[config.mk]
export PLATFORM = sky130hd
export DESIGN_NAME = mf3_median
export DESIGN_NICKNAME = d
export VERILOG_FILES = /design/src/rtl/core/assert_macros.svh /design/src/rtl/core/mf3_pkg.sv /design/src/rtl/core/mf3_median.sv
export SDC_FILE = /design/constraint.sdc
export NUM_CORES = 1
export LEC_CHECK = 0
export ABC_AREA = 1
export BUFFER_PORTS_ARGS = -buffer_cell sky130_fd_sc_hd__buf_2
export CORE_UTILIZATION = 62
export DETAILED_ROUTE_END_ITERATION = 8
export PLACE_DENSITY = 0.82
export SLEW_MARGIN = 30
export SYNTH_ARGS = -nofsm -noshare
export SYNTH_HDL_FRONTEND = slang
export SYNTH_SLANG_ARGS = --single-unit
[constraint.sdc]
create_clock -name i_clk -period 6.4 [get_ports i_clk]
set_input_delay 0.64 -clock i_clk [delete_from_list [all_inputs] [get_ports i_clk]]
set_output_delay 0.64 -clock i_clk [all_outputs]
set_load 0.05 [all_outputs]
[src/rtl/core/assert_macros.svh]
// Assertion helpers for the RTL.
`ifndef ASSERT_MACROS_SVH
`define ASSERT_MACROS_SVH

// Plain property, checked on every rising clock edge outside reset.
`define MF3_ASSERT(label, clk, rst_n, prop, msg) \
    label: assert property (@(posedge clk) disable iff (!rst_n) (prop)) else $error(msg);

// Same-cycle implication.
`define MF3_ASSERT_IMP(label, clk, rst_n, ante, cons, msg) \
    `MF3_ASSERT(label, clk, rst_n, (ante) |-> (cons), msg)

// Next-cycle implication.
`define MF3_ASSERT_NXT(label, clk, rst_n, ante, cons, msg) \
    `MF3_ASSERT(label, clk, rst_n, (ante) |=> (cons), msg)

`endif

[src/rtl/core/mf3_pkg.sv]
package mf3_pkg;

    localparam int MAX_WIDTH  = 1024;
    localparam int ADDR_W     = $clog2(MAX_WIDTH);
    localparam int COL_W      = $clog2(MAX_WIDTH + 1);
    localparam int ROW_W      = 12;
    localparam int WIDTH_W    = 11;
    localparam int HEIGHT_W   = 12;
    localparam int CFG_IDX_W  = 1;
    localparam int CFG_DATA_W = 12;

    localparam logic [CFG_IDX_W-1:0] CFG_FRAME_WIDTH  = 1'd0;
    localparam logic [CFG_IDX_W-1:0] CFG_FRAME_HEIGHT = 1'd1;

    localparam logic [WIDTH_W-1:0]  WIDTH_RESET  = 11'd640;
    localparam logic [HEIGHT_W-1:0] HEIGHT_RESET = 12'd480;

    typedef logic [7:0] t_pix;
    typedef t_pix [8:0] t_taps;

    typedef struct packed {
        logic [7:0] pixel_value;
        logic       flush;
    } t_in_item;

    typedef struct packed {
        logic [7:0] median_value;
        logic       end_of_frame;
    } t_out_item;

    typedef struct packed {
        t_pix lo;
        t_pix mid;
        t_pix hi;
    } t_trio;

    function automatic t_pix min2(input t_pix a, input t_pix b);
        return (a < b) ? a : b;
    endfunction

    function automatic t_pix max2(input t_pix a, input t_pix b);
        return (a < b) ? b : a;
    endfunction

    function automatic t_trio sort3(input t_pix a, input t_pix b, input t_pix c);
        t_pix  lo;
        t_pix  hi;
        t_trio res;
        lo = min2(a, b);
        hi = max2(a, b);
        if (c < lo) begin
            res = '{lo: c, mid: lo, hi: hi};
        end else if (c > hi) begin
            res = '{lo: lo, mid: hi, hi: c};
        end else begin
            res = '{lo: lo, mid: c, hi: hi};
        end
        return res;
    endfunction

    function automatic t_pix med3(input t_pix a, input t_pix b, input t_pix c);
        return max2(min2(a, b), min2(max2(a, b), c));
    endfunction

endpackage

[src/rtl/core/mf3_median.sv]
module mf3_median (
    input  logic                i_clk,
    input  logic                i_rst_n,
    input  logic                i_valid,
    output logic                o_stall,
    input  mf3_pkg::t_taps      i_taps,
    input  logic                i_eof,
    output logic                o_valid,
    input  logic                i_stall,
    output mf3_pkg::t_out_item  o_item
);
    import mf3_pkg::*;

    logic      r_t_v;
    t_taps     r_taps;
    logic      r_t_eof;
    logic      r_a_v;
    t_trio     r_rows [3];
    logic      r_a_eof;
    logic      r_b_v;
    t_trio     r_mix;
    logic      r_b_eof;
    logic      r_c_v;
    t_out_item r_out;

    logic free_c;
    logic free_b;
    logic free_a;
    logic free_t;

    assign free_c  = !r_c_v || !i_stall;
    assign free_b  = !r_b_v || free_c;
    assign free_a  = !r_a_v || free_b;
    assign free_t  = !r_t_v || free_a;
    assign o_stall = !free_t;
    assign o_valid = r_c_v;
    assign o_item  = r_out;

    // valid bits
    always_ff @(posedge i_clk) begin
        if (!i_rst_n) begin
            r_t_v <= 1'b0;
            r_a_v <= 1'b0;
            r_b_v <= 1'b0;
            r_c_v <= 1'b0;
        end else begin
            if (free_t) r_t_v <= i_valid;
            if (free_a) r_a_v <= r_t_v;
            if (free_b) r_b_v <= r_a_v;
            if (free_c) r_c_v <= r_b_v;
        end
    end

    // taps -> sorted rows -> max/med/min -> median
    always_ff @(posedge i_clk) begin
        if (free_t) begin
            r_taps  <= i_taps;
            r_t_eof <= i_eof;
        end
        if (free_a) begin
            for (int k = 0; k < 3; k++) begin
                r_rows[k] <= sort3(r_taps[3*k], r_taps[3*k+1], r_taps[3*k+2]);
            end
            r_a_eof <= r_t_eof;
        end
        if (free_b) begin
            r_mix.lo  <= max2(max2(r_rows[0].lo, r_rows[1].lo), r_rows[2].lo);
            r_mix.mid <= med3(r_rows[0].mid, r_rows[1].mid, r_rows[2].mid);
            r_mix.hi  <= min2(min2(r_rows[0].hi, r_rows[1].hi), r_rows[2].hi);
            r_b_eof   <= r_a_eof;
        end
        if (free_c) begin
            r_out.median_value <= med3(r_mix.lo, r_mix.mid, r_mix.hi);
            r_out.end_of_frame <= r_b_eof;
        end
    end

endmodule

==> impl_metrics.toml, run 1 <==
[detailed_routing]
drc = 0
viasPerCell = 5.44
wl_met1_mm = 10.2
totalWireLength_mm = 23.9
drtIter0Drc = 531
drtPass1Iterations = 5
wl_per_cell_microns = 14.3
vias = 9146
wl_met3_mm = 1.17
wl_met2_mm = 11.9
top_layer = "met4"
drtAntennaViolNets = 0

[synth]
yosysUniqueCellTypes = 26
postSynthCellCount = 1364
synthTopCellsByArea = "edfxtp_1 (45%), ha_1 (14%), nand2_1 (11%)"
async_reset_ff_share_pct = 0
syn_nets = 1577
ys.flop_type = "edfxtp_1"
synth_commonest_cells = "nand2_1 (348), inv_1 (211), edfxtp_1 (180)"
synth_largest_area_cell = "edfxtp_1"
yosysWarnings = 0
yosysSeqAreaShare_pct = 46.1
synth_area_per_cell_sq_um = 8.72
synth_edf_count = 180
ys_ff_latch = 184
yosys.area.top_type_share_pct = 45.4
synth.most_common_cell = "nand2_1"
syn_area_sq_um = 11900

[timing]
worst_pin_slew_ns = 0.933
rsz0062_at_grt = "false"
slew_violations = 0
slew_headroom_pct = 37.8
setup_violations = 0
hold_ws_ns = 0.363
tns_ns = 0
fin_crit_ns = 4.76
fin_crit_sh_pct = 74.3
worst_clock_skew_ns = 0.0108
max_freq_mhz = 210
hold_viol = 0

[power_and_ir_drop]
ir_worst_vdd_v = 0.000339
power_leakage_nw = 6.30
power.density_nw_per_um2 = 540

[global_route]
antenna_found_initial = 0
grt_pass1_vias = 8341
grt_first_pass_wirelength_mm = 38.4
grt_max_degree = 75
globalRouteOverflowTotal = 0
grt_usage_pct = 25.3

[layout]
utilization_pct = 69.5
n_fill_cell = 1427
finalNetCount = 1647
synthToLayoutAreaGrowth_pct = 9.61
drive_gt1_share_pct = 10.9
antennaDiodeCount = 0

[critical_path]
worstReg2RegStart = "r_mix[15]"
worstSetupStartpoint = "r_mix[15]"
cp.arrival_ns = 4.96
regToRegEndpoint = "o_item[2]"
start_kind = "register"
reg2reg_setup_slack_ns = 1.64
critPathCaptureType = "register"
crit_end = "o_item[2]"
reg2reg_depth = 22
cp_max_fo = 31
required_ns = 6.60
worst-setup-path-type = "register to register"

[cts]
worst_setup_hold_path_clk_slew_ns = 0.07
post_cts_resized = 0
clk_latency_ns = 0.45
h-tree-depth = 4
cts-hold-fix-buffers = 0
ctsLongestPathBuffers = 2
post_cts_buffers = 0
cts_root_buffer = "clkbuf_16"
cts_num_sinks = 184
cts_tree = "built"
cts_buffers = 17

[die]
start_util_pct = 63.4
core_area_sq_um = 18800
die_area_sq_um = 19700
placementRows = 50
num_io_pins = 88
die_height_microns = 141
fp.dieW_microns = 141

[place]
place.gp.congestion = 0.922
portBuffers = 87
place_hpwl_mm = 18.2

[worst_hold_path]
min_path_cells = 1
hp-class = "primary input to register"
hold_start = "i_taps[46]"

[flow_run]
maxCapViolations = 0

[run_status]
status = "completed"
-- layout by cell type, fill, tap and decap left out, types with 2 or more instances in the layout --
cell and count:
o211ai_2 4, nand4_1 6, nand2_1 348, o211ai_1 13
o21ai_1 59, o21a_1 2, buf_4 2, edfxtp_1 180
o211ai_4 3, nand3_1 46, a211oi_1 5, nor2_1 58
clkbuf_16 17, nand2_4 9, clkinvlp_4 3, and2_1 4
inv_2 3, inv_1 208, a21oi_1 83, ha_1 136
bufinv_16 2, buf_2 87, o21ai_2 2, inv_8 2
nand2_2 13, o21ai_0 135, inv_6 5, a211oi_2 4
dfxtp_1 4
-- flip-flops by register name, summed over array words and instances (netlist names) --
register,flops
r_a_v,1
r_mix,24
r_t_eof,1
r_taps,72
o_item,9
r_t_v,1
r_rows,72
r_a_eof,1
r_b_v,1
o_valid,1
r_b_eof,1
-- routing by layer --
layer	up-vias	GRT usage, %
li1	4749	-
met1	4109	30.4
met2	248	44.3
met3	40	4.99
met4	0	10.5
met5	-	0
-- layout make-up --
cell class	count	area [sq um]	area share, %
Clock buffer	17	425	3.26
Clock inverter	14	161	1.24
Inverter	211	792	6.07
Multi-Input combinational cell	931	5430	41.7
Sequential cell	184	5490	42.1
Tap cell	234	293	2.25
Timing Repair Buffer	89	450	3.45
-- worst max-delay path, stage by stage, from the launching register on --
cell and delay, ns:
edfxtp_1 0.37, inv_1 0.11, ha_1 0.25, a21oi_1 0.14
o21a_1 0.16, nand2_2 0.28, o21ai_0 0.42, ha_1 0.32
a21oi_1 0.13, nor2_1 0.05, a211oi_1 0.31, nand2_2 0.24
inv_1 0.11, nand2_1 0.05, o21ai_0 0.15, inv_1 0.08
ha_1 0.29, a21oi_1 0.16, nor2_1 0.07, a211oi_2 0.53
nand2_4 0.15, nand2_1 0.10, nand2_1 0.05
-- metrics by stage --
stage                     cells  power [mW]  instance area, sq um  worst slack, ns
final                      1680        7.04                 13000             1.64
after global routing       1680        7.67                 13000             1.19
after CTS                  1680        7.01                 13000             1.75
after detailed placement   1649        5.93                 12400             1.78
after global placement     1649        5.80                 12400             1.92
after floorplan            1364        5.11                 11900            0.537
-- cell families after synthesis --
| family | after synthesis | synth area share [%] |
|---|---|---|
| AOI/OAI and AO/OA | 310 | 14.3 |
| adders and majority gates | 136 | 14.3 |
| buffers and inverters | 249 | 8.37 |
| DFF | 184 | 46.1 |
| and+or+nand+nor | 485 | 16.9 |
-- worst min path at each step --
stage and endpoint:
2_1_floorplan o_item[0], 3_3_place_gp r_b_eof, 3_5_place_dp r_a_eof, 4_1_cts r_taps[46], 5_1_grt r_taps[34], 6_report r_taps[46]
-- report_power, final --
part / internal [mW] / total [mW] / switching (mW)
sequential: 1.81 / 1.95 / 0.144
clock: 0.583 / 1.06 / 0.479
combinational: 1.37 / 4.02 / 2.65
total: 3.76 / 7.04 / 3.28
No activity file was read; power rests on OpenSTA's default activity.
==> inputs of run 2 (changes only) <==
clock period = 4.7 ns   (was 6.4 ns; I/O delays follow)
==> impl_metrics.toml, run 2 (synthesis results as in run 1) <==
[run_status]
status = "completed"

[cts]
ctsLongestPathBuffers = 2
post_cts_buffers = 0
cts-hold-fix-buffers = 0
clk_latency_ns = 0.44
cts_num_sinks = 184
worst_setup_hold_path_clk_slew_ns = 0.07
cts_tree = "built"
h-tree-depth = 4
post_cts_resized = 0
cts_buffers = 17
cts_root_buffer = "clkbuf_16"

[layout]
utilization_pct = 69.9
layout_commonest_cell = "nand2_1"
finalNetCount = 1652
fin_area_sq_um = 13100
fin_cells = 1686
final_cell_mix = "nand2_1 (347), inv_1 (208), edfxtp_1 (180)"
antennaDiodeCount = 0
reg_top3 = "r_rows x72, r_taps x72, r_mix x24"
synthToLayoutAreaGrowth_pct = 10.3
drive_gt1_share_pct = 11.6

[power_and_ir_drop]
power.total_mw = 9.76
power.density_nw_per_um2 = 744
power_leakage_nw = 6.33
ir_worst_vdd_v = 0.000524

[worst_hold_path]
hold_start = "i_taps[62]"
hp-class = "primary input to register"
holdPathEnd = "r_taps[62]"
min_path_cells = 1

[global_route]
grt_usage_pct = 25.5
grt_max_degree = 75
globalRouteOverflowTotal = 0
antenna_found_initial = 0
grt_pass1_vias = 8407
grt_first_pass_wirelength_mm = 39.0

[timing]
slew_headroom_pct = 36.6
fin_crit_sh_pct = 90.0
setup_violations = 0
max_freq_mhz = 236
slew_violations = 0
fin_ws_ns = 0.471
fin_crit_ns = 4.23
worst_pin_slew_ns = 0.952
hold_ws_ns = 0.198
rsz0062_at_grt = "false"
tns_ns = 0
worst_clock_skew_ns = 0.0143
hold_viol = 0

[place]
portBuffers = 87
dp.cells = 1654
place_area_sq_um = 12500
place.gp.congestion = 0.879
place_hpwl_mm = 18.1
place_ws_ns = 0.186

[critical_path]
required_ns = 4.88
crit_chain = "ha_1 -> nand2_1 -> inv_1 -> nor2_1 -> o21a_1 -> nand2_4 -> o21ai_1 -> ha_1 -> a21oi_1 -> nor2_1 -> a211oi_1 -> nand2_2 -> inv_1 -> nand2_1 -> o21ai_0 -> inv_1 -> ha_1 -> a21oi_1 -> nor2_1 -> a211oi_2 -> buf_4 -> nand2_4 -> nand2_1 -> nand2_1"
crit_path_max_incr_delay_ns = 0.43
cp.arrival_ns = 4.41
critPathCaptureType = "register"
cp_max_fo = 31
reg2reg_depth = 24
worstReg2RegStart = "r_rows[0][15]"
reg2reg_setup_slack_ns = 0.47
slowest_stage = "edfxtp_1"
regToRegEndpoint = "r_mix[9]"
worst-setup-path-type = "register to register"
crit_top_cell = "nand2_1"
start_kind = "register"

[detailed_routing]
drtIter0Drc = 613
drtAntennaViolNets = 0
totalWireLength_mm = 23.9
wl_per_cell_microns = 14.2
vias = 9099
drc = 0
drtPass1Iterations = 5
viasPerCell = 5.40

[die]
placementRows = 50
core_area_sq_um = 18800
fp.dieW_microns = 141
die_height_microns = 141
die_area_sq_um = 19700
start_util_pct = 63.4
num_io_pins = 88

[flow_run]
maxCapViolations = 0
## run 2: final cells by class
cell class              count  area [sq um]
clock inverters            13           144
well taps                 234           293
flip-flops and latches    184          5490
clock buffers              19           433
fillers                  1420          5640
inverters                 211           803
repair buffers             94           492
multi-input cells         931          5470
## run 2: how the worst max path moves through the flow
stage	startpoint	slack (ns)	cells after the start	to
2_1_floorplan	i_stall	0.04	7	r_t_eof
3_3_place_gp	r_mix[23]	0.35	21	o_item[5]
3_5_place_dp	r_mix[23]	0.19	21	o_item[3]
4_1_cts	r_mix[23]	0.18	21	o_item[3]
5_1_grt	r_mix[13]	0.03	25	o_item[4]
6_report	r_rows[0][15]	0.47	24	r_mix[9]
## run 2: worst max-delay path: cells and delay by family, from the launching register on
| kind | cells | cell delay [ns] |
|---|---|---|
| adders and majority gates | 3 | 0.89 |
| and+or+nand+nor | 10 | 0.95 |
| buffers and inverters | 4 | 0.43 |
| DFF | 1 | 0.43 |
| AOI/OAI and AO/OA | 7 | 1.28 |
## run 2: routing by layer
layer  share of wire (%)  global-route usage (%)
met1                  43                    30.2
met2                  50                    45.8
met3                 4.4                    4.99
met4                 2.8                    9.67
met5                   0                       0
## run 2: power by group
group	total (mW)	leakage (nW)	switching, mW	internal (mW)
clock	1.42	0.276	0.628	0.788
sequential	2.65	1.96	0.191	2.46
combinational	5.69	4.09	3.67	2.02
==> inputs of run 3 (changes only) <==
CELL_PAD_IN_SITES_DETAIL_PLACEMENT = 2   (was default)
CELL_PAD_IN_SITES_GLOBAL_PLACEMENT = 2   (was default)
CORE_UTILIZATION = 38   (was 62)
PLACE_DENSITY = default   (was 0.82)
PLACE_DENSITY_LB_ADDON = 0.1   (was default)
==> impl_metrics.toml, run 3 (synthesis results as in run 1) <==
[critical_path]
worstSetupStartpoint = "r_mix[23]"
worst-setup-path-type = "register to register"
reg2reg_setup_slack_ns = 0.33
start_kind = "register"
cp.arrival_ns = 4.58
critPathCaptureType = "register"
crit_chain = "ha_1 -> nand2_1 -> nor2_1 -> nand2_2 -> nand2_2 -> nand2_1 -> o21ai_1 -> ha_1 -> a21oi_1 -> nor2_1 -> a211oi_1 -> nand2_2 -> inv_1 -> nand2_1 -> o21ai_0 -> inv_1 -> ha_1 -> a21oi_1 -> nor2_1 -> a211oi_4 -> nand2_4 -> nand2_1 -> nand2_1"
required_ns = 4.91
crit_top_cell = "nand2_1"
cp_top_family = "simple AND/OR/NAND/NOR gates"
critical_path_buf_inv_count = 2
crit_path_max_incr_delay_ns = 0.42
slowest_stage = "edfxtp_1"
worstReg2RegStart = "r_mix[23]"
cp_max_fo = 16

[die]
core_area_sq_um = 30700
num_io_pins = 88
die_area_sq_um = 32000
die_height_microns = 179
placementRows = 64
fp.dieW_microns = 179
start_util_pct = 38.8

[detailed_routing]
totalWireLength_mm = 33.0
wl_per_cell_microns = 17.8
drtAntennaViolNets = 0
vias = 9534
viasPerCell = 5.15
drtIter0Drc = 326
drc = 0
drtPass1Iterations = 4

[cts]
cts_tree = "built"
ctsLongestPathBuffers = 2
cts_num_sinks = 184
worst_setup_hold_path_clk_slew_ns = 0.07
cts_buffers = 17
cts-hold-fix-buffers = 0
h-tree-depth = 4
cts_root_buffer = "clkbuf_16"
clk_latency_ns = 0.46

[flow_run]
maxCapViolations = 0

[timing]
hold_viol = 0
max_freq_mhz = 229
tns_ns = 0
fin_crit_sh_pct = 93.1
worst_clock_skew_ns = 0.0136
worst_pin_slew_ns = 0.750
slew_violations = 0
fin_ws_ns = 0.326
slew_headroom_pct = 50.0
setup_violations = 0
fin_crit_ns = 4.37

[place]
place_hpwl_mm = 25.7
portBuffers = 87
place.gp.congestion = 0.804
place_ws_ns = 0.174

[worst_hold_path]
hold_start = "i_taps[68]"
hp-class = "primary input to register"

[global_route]
globalRouteOverflowTotal = 0
antenna_found_initial = 0
grt_first_pass_wirelength_mm = 52.2
grt_pass1_vias = 10000
grt_usage_pct = 21.5
grt_max_degree = 75

[layout]
synthToLayoutAreaGrowth_pct = 12.3
final_cell_mix = "nand2_1 (347), inv_1 (208), edfxtp_1 (180)"
drive_gt1_share_pct = 11.6
layout_commonest_cell = "nand2_1"
finalNetCount = 1657
antennaDiodeCount = 0
reg_top3 = "r_rows x72, r_taps x72, r_mix x24"

[run_status]
status = "completed"

[power_and_ir_drop]
power.density_nw_per_um2 = 768
power.total_mw = 10.3
power_leakage_nw = 6.35
ir_worst_vdd_v = 0.000536
-- run 3: where the power goes --
group | total [mW] | internal [mW] | switching [mW]
clock network | 1.48 | 0.831 | 0.644
registers | 2.68 | 2.46 | 0.215
logic | 6.10 | 2.11 | 3.99
total | 10.3 | 5.41 | 4.85
-- run 3: path summary, 6_finish.rpt --
check	endpoint	cells past startpoint
max	o_item[5]	23
min reg2reg	r_a_eof	0
max reg2reg	o_item[5]	23
min	r_taps[68]	1
-- run 3: final cells by class --
cell class	count	area, sq um
timing repair buffer	99	533
clock buffer	19	433
clock inverter	12	151
sequential	184	5490
tap	396	495
fill	3437	17300
inverter	211	803
multi-input combinational	931	5460
-- run 3: worst reg2reg max path, cell delays in order, from the launching register on --
cell and delay [ns]:
edfxtp_1 0.42, ha_1 0.36, nand2_1 0.11, nor2_1 0.18, nand2_2 0.09, nand2_2 0.21, nand2_1 0.09, o21ai_1 0.16
ha_1 0.30, a21oi_1 0.17, nor2_1 0.06, a211oi_1 0.29, nand2_2 0.16, inv_1 0.13, nand2_1 0.08, o21ai_0 0.12
inv_1 0.08, ha_1 0.29, a21oi_1 0.16, nor2_1 0.09, a211oi_4 0.29, nand2_4 0.14, nand2_1 0.09, nand2_1 0.05
-- run 3: metrics by stage --
| step | cell area (sq um) | hold WS [ns] | cells | utilization, % |
|---|---|---|---|---|
| 2_1_floorplan | 11900 | 0.400 | 1364 | - |
| 3_3_place_gp | 12700 | 0.403 | 1818 | 41.5 |
| 3_5_place_dp | 12700 | 0.406 | 1818 | 41.5 |
| 4_1_cts | 13300 | 0.163 | 1849 | 43.4 |
| 5_1_grt | 13400 | 0.161 | 1852 | 43.6 |
| 6_report | 13400 | 0.186 | 1852 | 43.6 |
-- run 3: repair_timing --
action	4_1_cts	5_1_grt
hold endpoints to repair	0	0
setup endpoints to repair	0	16
setup buffers	0	3
gates resized for setup	0	4
-- run 3: routing by layer --
layer | wire length, microns | vias to the layer above | track usage [%]
met1 | 14000 | 4652 | 24.7
met2 | 17700 | 102 | 40.8
met4 | 522 | 0 | 5.23
li1 | - | 4751 | -
met3 | 772 | 29 | 3.41
met5 | 0 | - | 0
